$ cat src/rtl/assert_macros.svh
// assertion macros shared by the estimator rtl
// depends on a clock named clk and an active-low reset named rst_n in the using module
`ifndef ASSERT_MACROS_SVH
`define ASSERT_MACROS_SVH
`ifndef SYNTHESIS
`define WSAE_ASSERT(lbl, prop) \
    lbl: assert property (@(posedge clk) disable iff (!rst_n) prop) else $error("check failed: %m");
`define WSAE_ASSERT_NEXT(lbl, cond, nxt) \
    lbl: assert property (@(posedge clk) disable iff (!rst_n) cond |=> nxt) else $error("check failed: %m");
`else
`define WSAE_ASSERT(lbl, prop)
`define WSAE_ASSERT_NEXT(lbl, cond, nxt)
`endif
`endif

$ cat src/rtl/wsae_pkg.sv
// shared types, widths and codes of the windowed speed and acceleration estimator
// no dependencies
`default_nettype none

package wsae_pkg;

    localparam int WINDOW   = 16;
    localparam int HEAD_W   = $clog2(WINDOW);
    localparam int FILL_W   = $clog2(WINDOW + 1);
    localparam int STAMP_W  = 32;
    localparam int POS_W    = 16;
    localparam int RATE_W   = 32;
    localparam int PATH_W   = POS_W + 1 + HEAD_W;
    localparam int DSPD_W   = RATE_W + HEAD_W;
    localparam int US_W     = 20;
    localparam logic [US_W-1:0] US_PER_S = 20'd1000000;
    localparam int PROD_W   = DSPD_W + US_W;
    localparam int SMP_W    = STAMP_W + 2 * POS_W;
    localparam int SPD_W    = 2 * RATE_W;

    // ring read address select
    localparam logic [1:0] RD_P = 2'd0;
    localparam logic [1:0] RD_H = 2'd1;
    localparam logic [1:0] RD_N = 2'd2;

    // rate unit operand select
    localparam logic [1:0] SEL_SX = 2'd0;
    localparam logic [1:0] SEL_SY = 2'd1;
    localparam logic [1:0] SEL_AX = 2'd2;
    localparam logic [1:0] SEL_AY = 2'd3;

    typedef struct packed {
        logic [STAMP_W-1:0]      stamp_us;
        logic signed [POS_W-1:0] pos_x;
        logic signed [POS_W-1:0] pos_y;
    } in_word_t;

    typedef struct packed {
        logic [RATE_W-1:0] speed_x;
        logic [RATE_W-1:0] speed_y;
        logic [RATE_W-1:0] accel_x;
        logic [RATE_W-1:0] accel_y;
        logic              speed_valid;
        logic              accel_valid;
    } out_word_t;

    typedef struct packed {
        logic       take_in;
        logic [1:0] rd_sel;
        logic       cap_p;
        logic       cap_h;
        logic       smp_upd;
        logic       spd_upd;
        logic       rate_start;
        logic [1:0] rate_sel;
        logic       rate_cap;
        logic       out_load;
    } cmd_t;

    typedef struct packed {
        logic speed_ok;
        logic accel_ok;
        logic rate_done;
        logic out_free;
    } sts_t;

    function automatic logic [HEAD_W-1:0] next_idx(input logic [HEAD_W-1:0] i);
        return (i == HEAD_W'(WINDOW - 1)) ? '0 : i + HEAD_W'(1);
    endfunction

    function automatic logic [HEAD_W-1:0] prev_idx(input logic [HEAD_W-1:0] i);
        return (i == '0) ? HEAD_W'(WINDOW - 1) : i - HEAD_W'(1);
    endfunction

endpackage

`default_nettype wire

$ cat src/rtl/wsae_ctrl.sv
// controller: sequences ring reads, window updates, up to four rate passes and output load
// depends on wsae_pkg and assert_macros.svh
`default_nettype none
`include "assert_macros.svh"

module wsae_ctrl (
    input  wire logic            clk,
    input  wire logic            rst_n,
    input  wire logic            in_valid,
    output logic                 in_stall,
    input  wire wsae_pkg::sts_t  sts,
    output wsae_pkg::cmd_t       cmd
);

    localparam logic [4:0] S_IDLE    = 5'd0;
    localparam logic [4:0] S_RD_P    = 5'd1;
    localparam logic [4:0] S_RD_H    = 5'd2;
    localparam logic [4:0] S_RD_N    = 5'd3;
    localparam logic [4:0] S_SUPD    = 5'd4;
    localparam logic [4:0] S_CHK     = 5'd5;
    localparam logic [4:0] S_SX_GO   = 5'd6;
    localparam logic [4:0] S_SX_WAIT = 5'd7;
    localparam logic [4:0] S_SY_GO   = 5'd8;
    localparam logic [4:0] S_SY_WAIT = 5'd9;
    localparam logic [4:0] S_VRD_P   = 5'd10;
    localparam logic [4:0] S_VRD_H   = 5'd11;
    localparam logic [4:0] S_VRD_N   = 5'd12;
    localparam logic [4:0] S_VUPD    = 5'd13;
    localparam logic [4:0] S_CHKA    = 5'd14;
    localparam logic [4:0] S_AX_GO   = 5'd15;
    localparam logic [4:0] S_AX_WAIT = 5'd16;
    localparam logic [4:0] S_AY_GO   = 5'd17;
    localparam logic [4:0] S_AY_WAIT = 5'd18;
    localparam logic [4:0] S_DONE    = 5'd19;

    logic [4:0] state_reg, state_next;

    // next state and commands
    always_comb
    begin
        state_next = state_reg;
        cmd        = '0;
        cmd.rd_sel = wsae_pkg::RD_N;
        unique case (state_reg)
            S_IDLE:
            begin
                if (in_valid)
                begin
                    cmd.take_in = 1'b1;
                    state_next  = S_RD_P;
                end
            end
            S_RD_P:
            begin
                cmd.rd_sel = wsae_pkg::RD_P;
                state_next = S_RD_H;
            end
            S_RD_H:
            begin
                cmd.rd_sel = wsae_pkg::RD_H;
                cmd.cap_p  = 1'b1;
                state_next = S_RD_N;
            end
            S_RD_N:
            begin
                cmd.cap_h  = 1'b1;
                state_next = S_SUPD;
            end
            S_SUPD:
            begin
                cmd.smp_upd = 1'b1;
                state_next  = S_CHK;
            end
            S_CHK:
            begin
                state_next = sts.speed_ok ? S_SX_GO : S_DONE;
            end
            S_SX_GO:
            begin
                cmd.rate_sel   = wsae_pkg::SEL_SX;
                cmd.rate_start = 1'b1;
                state_next     = S_SX_WAIT;
            end
            S_SX_WAIT:
            begin
                cmd.rate_sel = wsae_pkg::SEL_SX;
                if (sts.rate_done)
                begin
                    cmd.rate_cap = 1'b1;
                    state_next   = S_SY_GO;
                end
            end
            S_SY_GO:
            begin
                cmd.rate_sel   = wsae_pkg::SEL_SY;
                cmd.rate_start = 1'b1;
                state_next     = S_SY_WAIT;
            end
            S_SY_WAIT:
            begin
                cmd.rate_sel = wsae_pkg::SEL_SY;
                if (sts.rate_done)
                begin
                    cmd.rate_cap = 1'b1;
                    state_next   = S_VRD_P;
                end
            end
            S_VRD_P:
            begin
                cmd.rd_sel = wsae_pkg::RD_P;
                state_next = S_VRD_H;
            end
            S_VRD_H:
            begin
                cmd.rd_sel = wsae_pkg::RD_H;
                cmd.cap_p  = 1'b1;
                state_next = S_VRD_N;
            end
            S_VRD_N:
            begin
                cmd.cap_h  = 1'b1;
                state_next = S_VUPD;
            end
            S_VUPD:
            begin
                cmd.spd_upd = 1'b1;
                state_next  = S_CHKA;
            end
            S_CHKA:
            begin
                state_next = sts.accel_ok ? S_AX_GO : S_DONE;
            end
            S_AX_GO:
            begin
                cmd.rate_sel   = wsae_pkg::SEL_AX;
                cmd.rate_start = 1'b1;
                state_next     = S_AX_WAIT;
            end
            S_AX_WAIT:
            begin
                cmd.rate_sel = wsae_pkg::SEL_AX;
                if (sts.rate_done)
                begin
                    cmd.rate_cap = 1'b1;
                    state_next   = S_AY_GO;
                end
            end
            S_AY_GO:
            begin
                cmd.rate_sel   = wsae_pkg::SEL_AY;
                cmd.rate_start = 1'b1;
                state_next     = S_AY_WAIT;
            end
            S_AY_WAIT:
            begin
                cmd.rate_sel = wsae_pkg::SEL_AY;
                if (sts.rate_done)
                begin
                    cmd.rate_cap = 1'b1;
                    state_next   = S_DONE;
                end
            end
            S_DONE:
            begin
                if (sts.out_free)
                begin
                    cmd.out_load = 1'b1;
                    state_next   = S_IDLE;
                end
            end
            default:
            begin
                state_next = S_IDLE;
            end
        endcase
    end

    // state register
    always_ff @(posedge clk or negedge rst_n)
    begin
        if (!rst_n)
        begin
            state_reg <= S_IDLE;
        end
        else
        begin
            state_reg <= state_next;
        end
    end

    assign in_stall = (state_reg != S_IDLE);

    `WSAE_ASSERT_NEXT(a_accept_starts, in_valid && !in_stall, state_reg == S_RD_P)
    `WSAE_ASSERT(a_load_free, cmd.out_load |-> sts.out_free)

endmodule

`default_nettype wire

$ cat config.mk
export PLATFORM = sky130hd
export DESIGN_NAME = wsae_ctrl
export DESIGN_NICKNAME = d
export VERILOG_FILES = /design/src/rtl/wsae_pkg.sv /design/src/rtl/wsae_ctrl.sv
export VERILOG_INCLUDE_DIRS = /design/src /design/src/rtl
export SDC_FILE = /design/constraint.sdc
export NUM_CORES = 1
export LEC_CHECK = 0
export BUFFER_PORTS_ARGS = -buffer_cell sky130_fd_sc_hd__buf_2
export CORE_MARGIN = 4
export CORE_UTILIZATION = 35
export CTS_CLUSTER_DIAMETER = 80
export DETAILED_ROUTE_END_ITERATION = 8
export GPL_ROUTABILITY_DRIVEN = 0
export MAX_ROUTING_LAYER = met4
export PLACE_DENSITY = 0.57
export SLEW_MARGIN = 15
export SYNTH_ARGS = -nofsm -noshare
export SYNTH_HDL_FRONTEND = slang
export SYNTH_SLANG_ARGS = --single-unit
$ cat constraint.sdc
create_clock -name clk -period 3.5 [get_ports clk]
set_input_delay 0 -clock clk [delete_from_list [all_inputs] [get_ports clk]]
set_output_delay 0 -clock clk [all_outputs]
set_load 0.03 [all_outputs]
==> results.json, run 1 <==
{
  "nFillCells": 182,
  "die-height_um": 50.07,
  "drc": 0,
  "syn_to_final_growth_pct": 19.60,
  "grt_first_pass_wirelength_mm": 2.918,
  "clk_latency_ps": 240,
  "cts-buffers-inserted": 3,
  "cts_buffer_depth": 2,
  "drt_iter0_drc": 23,
  "fin_skew_ps": 5.343,
  "clk_pin_slew_ps": 40,
  "hold_viol": 0,
  "die_x_um": 50.07,
  "cts_tree": "built",
  "status": "finished clean",
  "synth.yosys.warnings": 0,
  "end_kind": "flip-flop",
  "cts_repair_resize_count": 0,
  "worstMarginPinSlew_ps": 591.1,
  "r2r_start": "state_reg[3]",
  "grt_pass1_vias": 635,
  "grt_max_degree": 21,
  "ff2ff_path_depth": 5,
  "synth_area_um2": 619.3,
  "maxSlewHeadroom_pct": 60.59,
  "ys_seq_area_share_pct": 20.20,
  "hp-class": "input port to asynchronous set/reset pin",
  "min_period_ps": 1931,
  "wl_per_cell_um": 12.92,
  "worstPathArrival_ps": 2060,
  "rrSetupSlack_ps": 1570,
  "wirelength_mm": 1.576,
  "start_kind": "flip-flop",
  "drv_cap": 0,
  "cts.htree.levels": 1,
  "crit_fanout": 14,
  "p_leak_nw": 0.3315,
  "gr-total-overflow": 0,
  "synth_cell_type_count": 40,
  "drive_gt1_share_pct": 28.57,
  "synth_cells": 82,
  "dieArea_um2": 2507,
  "synth_top_area_share_pct": 20.20,
  "rsz0062_at_grt": "false",
  "power.density_nw_per_um2": 1105,
  "finalCritPeriodShare_pct": 55.17,
  "root_buffer": "clkbuf_4",
  "ys_top_cells_by_area": "dfrtp_1 20%, nor2_1 7.3%, nand2b_1 6.1%",
  "cts.sinks": 5,
  "cp.required_ps": 3630,
  "initial_core_util_pct": 38.85,
  "portBuffers": 19,
  "antenna_left": 0,
  "multi_input_area_um2": 446.7,
  "seq_area_um2": 125.1,
  "yosysTopAreaCell": "dfrtp_1",
  "peakVddDrop_uv": 573.7,
  "synth-seq-cells": 5,
  "grt_use_total_pct": 15.09,
  "drv_slew": 0,
  "hold-worst-slack_ps": 99.59,
  "num_vias": 663,
  "r2r-end": "state_reg[4]",
  "synth_fp_nets": 89,
  "largest_reg_flops": 5,
  "fin_nets": 106,
  "fin_setup_tns_ps": 0,
  "ios": 20,
  "avgSynthCellArea_um2": 7.553,
  "num_rows": 14,
  "core_um2": 1594,
  "hpwl_mm": 1.152,
  "antenna_found_initial": 0,
  "diodes": 0,
  "max_freq_mhz": 517.9,
  "worstSetupPathType": "flip-flop to flip-flop",
  "finalSetupViolations": 0,
  "vias_per_cell": 5.434,
  "first_pass_iters": 4
}
## Yosys cell counts
master    number
nor2_1        12
o32a_1         1
o32ai_4        1
mux2_4         1
nand2_1        4
nand4_1        1
xor2_1         1
xnor2_1        1
nor4_1         1
o22a_1         1
buf_2          5
o31ai_1        1
o21a_2         1
o21ai_0        1
a211oi_1       1
a31oi_1        5
o22ai_1        2
o21bai_1       1
mux2i_1        2
a21o_1         1
dfrtp_1        5
or2_1          1
clkbuf_1       2
o21ai_1        1
o41ai_1        1
nor3_1         3
and2_1         1
inv_1          2
nand3b_1       2
or2_2          1
and3_1         3
o21a_1         1
nand3_1        1
nand2b_1       6
o32ai_2        1
nor2b_1        2
buf_4          1
or2_4          1
o32ai_1        1
a21oi_1        2
## metal layers
layer | part of all wire [%] | wire length [um] | vias up | track usage (%)
li1 | - | - | 330 | -
met1 | 51 | 805 | 313 | 20.90
met2 | 43 | 673 | 20 | 20.43
met3 | 6.2 | 97 | 0 | 5.422
met4 | 0 | 0 | 0 | 3.687
met5 | 0 | 0 | - | -
## stage by stage
| stage | std cells | setup slack, ps | area [um2] | total power, mW | util [%] |
|---|---|---|---|---|---|
| 6_report | 122 | 1569 | 740.7 | 0.8184 | 46.47 |
| 5_1_grt | 122 | 1445 | 740.7 | 0.8979 | 46.47 |
| 4_1_cts | 122 | 1589 | 740.7 | 0.8253 | 46.47 |
| 3_5_place_dp | 117 | 1596 | 704.4 | 0.7538 | 44.19 |
| 3_3_place_gp | 117 | 1576 | 704.4 | 0.7542 | 44.19 |
| 2_1_floorplan | 82 | 1708 | 619.3 | 0.6445 | - |
## worst max-delay path, stage by stage (launching register included)
cell	delay, ps
dfrtp_1	530
nor2_1	250
nand2_1	200
o32ai_2	340
or2_4	200
mux2_4	290
## worst max path at each step
| stage | start | endpoint | slack (ps) | cells after the start |
|---|---|---|---|---|
| finish | state_reg[3] | state_reg[4] | 1570 | 5 |
| global route | state_reg[3] | state_reg[4] | 1450 | 5 |
| CTS | state_reg[3] | state_reg[4] | 1590 | 5 |
| detailed placement | state_reg[3] | state_reg[4] | 1600 | 5 |
| global placement | state_reg[3] | state_reg[4] | 1580 | 5 |
| floorplan | state_reg[1] | state_reg[4] | 1710 | 6 |
## layout make-up
type,count,area share [%]
Tap cell,24,4.054
Multi-Input combinational cell,67,60.30
Clock buffer,4,3.547
Inverter,2,1.014
Sequential cell,5,16.89
Timing Repair Buffer,20,14.19
## logic make-up (layout without fill, tap and decap cells)
logic type      Yosys count  after routing  synth area share [%]
buf+inv                  10             26                 7.677
flops                     5              5                 20.20
mux                       3              3                 5.656
simple gates             39             39                 32.93
compound gates           23             23                 30.71
xor+xnor                  2              2                 2.829
## placed cells by master, fill, tap and decap left out, types with 2 or more instances in the layout
cell and count:
a21oi_1 2, a31oi_1 5, and3_1 3, buf_2 19, clkbuf_4 3, dfrtp_1 5
inv_1 2, mux2i_1 2, nand2_1 4, nand2b_1 6, nand3b_1 2, nor2_1 12
nor2b_1 2, nor3_1 3, o22ai_1 2
## power by group
| group | total [mW] | internal (mW) | switching (mW) |
|---|---|---|---|
| clock network | 0.0665 | 0.0431 | 0.0234 |
| registers | 0.205 | 0.0848 | 0.120 |
| logic | 0.547 | 0.220 | 0.327 |
## timing repair
action                     CTS  global route
hold endpoints to repair     5             0
setup endpoints to repair    0             0
hold buffers                 1             0
buffers inserted             0             0
Power figures use the tool's default switching activity.
==> run 2: changes to the inputs <==
Settings changed: ABC_AREA set to 1, PLACE_DENSITY 0.57 to 0.56.
Clock period 3.5 ns to 2.02 ns, I/O delays scaled along.
==> run 2 against run 1 <==
Compared with the run above:
- area after synthesis up 2.4%
- clock skew up 0.69 ps
- sequential power up 15%
- non-clock buffer count unchanged
- hold slack worse by 38 ps
- total power up 58%
- final area up 6.6%
- synthesized cell count up 40%
- flip-flop and latch count unchanged
- count of clock-buffer cells in the layout unchanged
- critical endpoint is now cmd[3]
- largest cell class unchanged
- highest routed layer is now met4
==> results.json, run 2 <==
{
  "rsz0062_at_grt": "false",
  "cts_tree": "built",
  "diodes": 0,
  "synth.yosys.warnings": 0,
  "grt_use_total_pct": 16.12,
  "synth-async-reset-ratio_pct": 100.0,
  "largest_reg_flops": 5,
  "portBuffers": 19,
  "drc": 0,
  "final_common_cell": "nand2_1",
  "r2r_start": "state_reg[4]",
  "cts-buffers-inserted": 3,
  "placed_cell_area_um2": 753.2,
  "max_freq_mhz": 606.7,
  "crit_path_cell_trace": "inv_4, nand3_2, inv_1, nand2_1, nand2_1, nor2_1, inv_1, buf_2",
  "final_area_um2": 789.5,
  "dieArea_um2": 2557,
  "finalCritPeriodShare_pct": 81.60,
  "synth.most_common_cell": "nand2_1",
  "layout_common_cells": "36 x nand2_1, 19 x buf_2, 18 x inv_1, 17 x nor2_1, 12 x nand3_1",
  "crit_fanout": 10,
  "finalSetupViolations": 0,
  "peakVddDrop_uv": 623.1,
  "p_leak_nw": 0.5215,
  "wirelength_mm": 1.832,
  "antenna_found_initial": 0,
  "end_kind": "primary output",
  "gr-total-overflow": 0,
  "rrSetupSlack_ps": 520,
  "fin_setup_tns_ps": 0,
  "grt_first_pass_wirelength_mm": 3.015,
  "first_pass_iters": 4,
  "cts_buffer_depth": 2,
  "yosysTopAreaCell": "nand2_1",
  "num_rows": 15,
  "synth_top_area_share_pct": 21.30,
  "synth_common_cells": "36 x nand2_1, 18 x inv_1, 17 x nor2_1, 12 x nand3_1, 5 x dfrtp_1",
  "maxSlewHeadroom_pct": 71.86,
  "core_um2": 1727,
  "cts.htree.levels": 1,
  "worstSetupPathType": "flip-flop to primary output",
  "initial_core_util_pct": 36.74,
  "slowest_delay_ps": 590,
  "min_period_ps": 1648,
  "vias_per_cell": 4.804,
  "synth_area_um2": 634.4,
  "syn_to_final_growth_pct": 24.46,
  "root_buffer": "clkbuf_4",
  "ys_top_cells_by_area": "nand2_1 21%, dfrtp_1 20%, inv_1 11%",
  "hp-class": "input port to flip-flop",
  "synth_fp_nets": 122,
  "die-height_um": 50.57,
  "fin_skew_ps": 6.031,
  "power.total_mw": 1.292,
  "worstMarginPinSlew_ps": 422.2,
  "hold_viol": 0,
  "yosys_most_used_dff": "dfrtp_1",
  "fin_nets": 146,
  "status": "finished clean",
  "synth-seq-cells": 5,
  "drt_iter0_drc": 39,
  "start_kind": "flip-flop",
  "hold-worst-slack_ps": 61.30,
  "synth_cell_type_count": 20,
  "ios": 20,
  "clk_pin_slew_ps": 40,
  "synth_edf_count": 0,
  "post_cts_buffers": 0,
  "drive_gt1_share_pct": 25.36,
  "die_x_um": 50.57,
  "cts.sinks": 5,
  "clk_latency_ps": 250,
  "ys_seq_area_share_pct": 19.72,
  "num_vias": 783,
  "power.density_nw_per_um2": 1636,
  "hold_buffers": 1,
  "nFillCells": 203,
  "cp.required_ps": 2020,
  "synth_cells": 115,
  "critPathLaunch": "state_reg[4]",
  "grt_pass1_vias": 693,
  "worstPathArrival_ps": 1650,
  "antenna_left": 0,
  "hpwl_mm": 1.507,
  "slowest_stage": "dfrtp_1",
  "drv_slew": 0,
  "wl_per_cell_um": 11.24,
  "drv_cap": 0,
  "cts_repair_resize_count": 0,
  "min-delay-start": "sts[3]",
  "avgSynthCellArea_um2": 5.516,
  "grt_max_degree": 11
}
[run 2: changes by cell type after synthesis, sizes merged, moves of 3 or more]
cell | before | now
o32ai | 3 | 0
and3 | 3 | 0
or2 | 3 | 0
nand2 | 4 | 37
inv | 2 | 21
buf | 6 | 1
nor2 | 12 | 20
nand2b | 6 | 0
nand3 | 1 | 16
a31oi | 5 | 0
[run 2: cells by family after synthesis]
| group | share of synthesized area (%) |
|---|---|
| DFF | 19.72 |
| buffers and inverters | 14.00 |
| AOI/OAI and AO/OA | 9.072 |
| and+or+nand+nor | 57.20 |
[run 2: worst paths after layout]
check                               end  cells past startpoint
min in group asynchronous  state_reg[0]                      2
min                        state_reg[2]                      3
min reg2reg                state_reg[1]                      2
max                              cmd[3]                      8
max in group asynchronous  state_reg[4]                      2
max reg2reg                state_reg[4]                      9
[run 2: metal layers]
layer	track usage [%]	up-vias	wire length, um
li1	-	417	-
met1	20.86	327	870
met2	23.48	31	807
met3	3.264	8	107
met4	8.520	0	46
met5	-	-	0
[run 2: layout make-up]
cell class	instances	area [um2]	share of cell area (%)
flip-flops and latches	5	125.1	15.85
well taps	25	31.28	3.962
repair buffers	20	105.1	13.31
inverters	21	81.33	10.30
multi-input cells	88	420.4	53.25
clock buffers	4	26.28	3.328
[run 2: metrics by stage]
| stage | setup WS (ps) | utilization, % | instances |
|---|---|---|---|
| floorplan | 436.4 | - | 115 |
| global placement | 513.5 | 43.62 | 158 |
| detailed placement | 520.4 | 43.62 | 158 |
| CTS | 359.3 | 45.72 | 163 |
| global route | 224.1 | 45.72 | 163 |
| finish | 371.7 | 45.72 | 163 |
[run 2: worst max-delay path, delay by kind of cell, from the launching register on]
family | cells | cell delay [ps]
buf+inv | 4 | 420
simple gates | 4 | 390
flops | 1 | 590
[run 2: power breakdown]
group	total [mW]	leakage [nW]	internal (mW)	switching [mW]
combinational	0.937	0.442	0.265	0.672
sequential	0.235	0.0642	0.146	0.0890
clock	0.119	0.0150	0.0749	0.0444
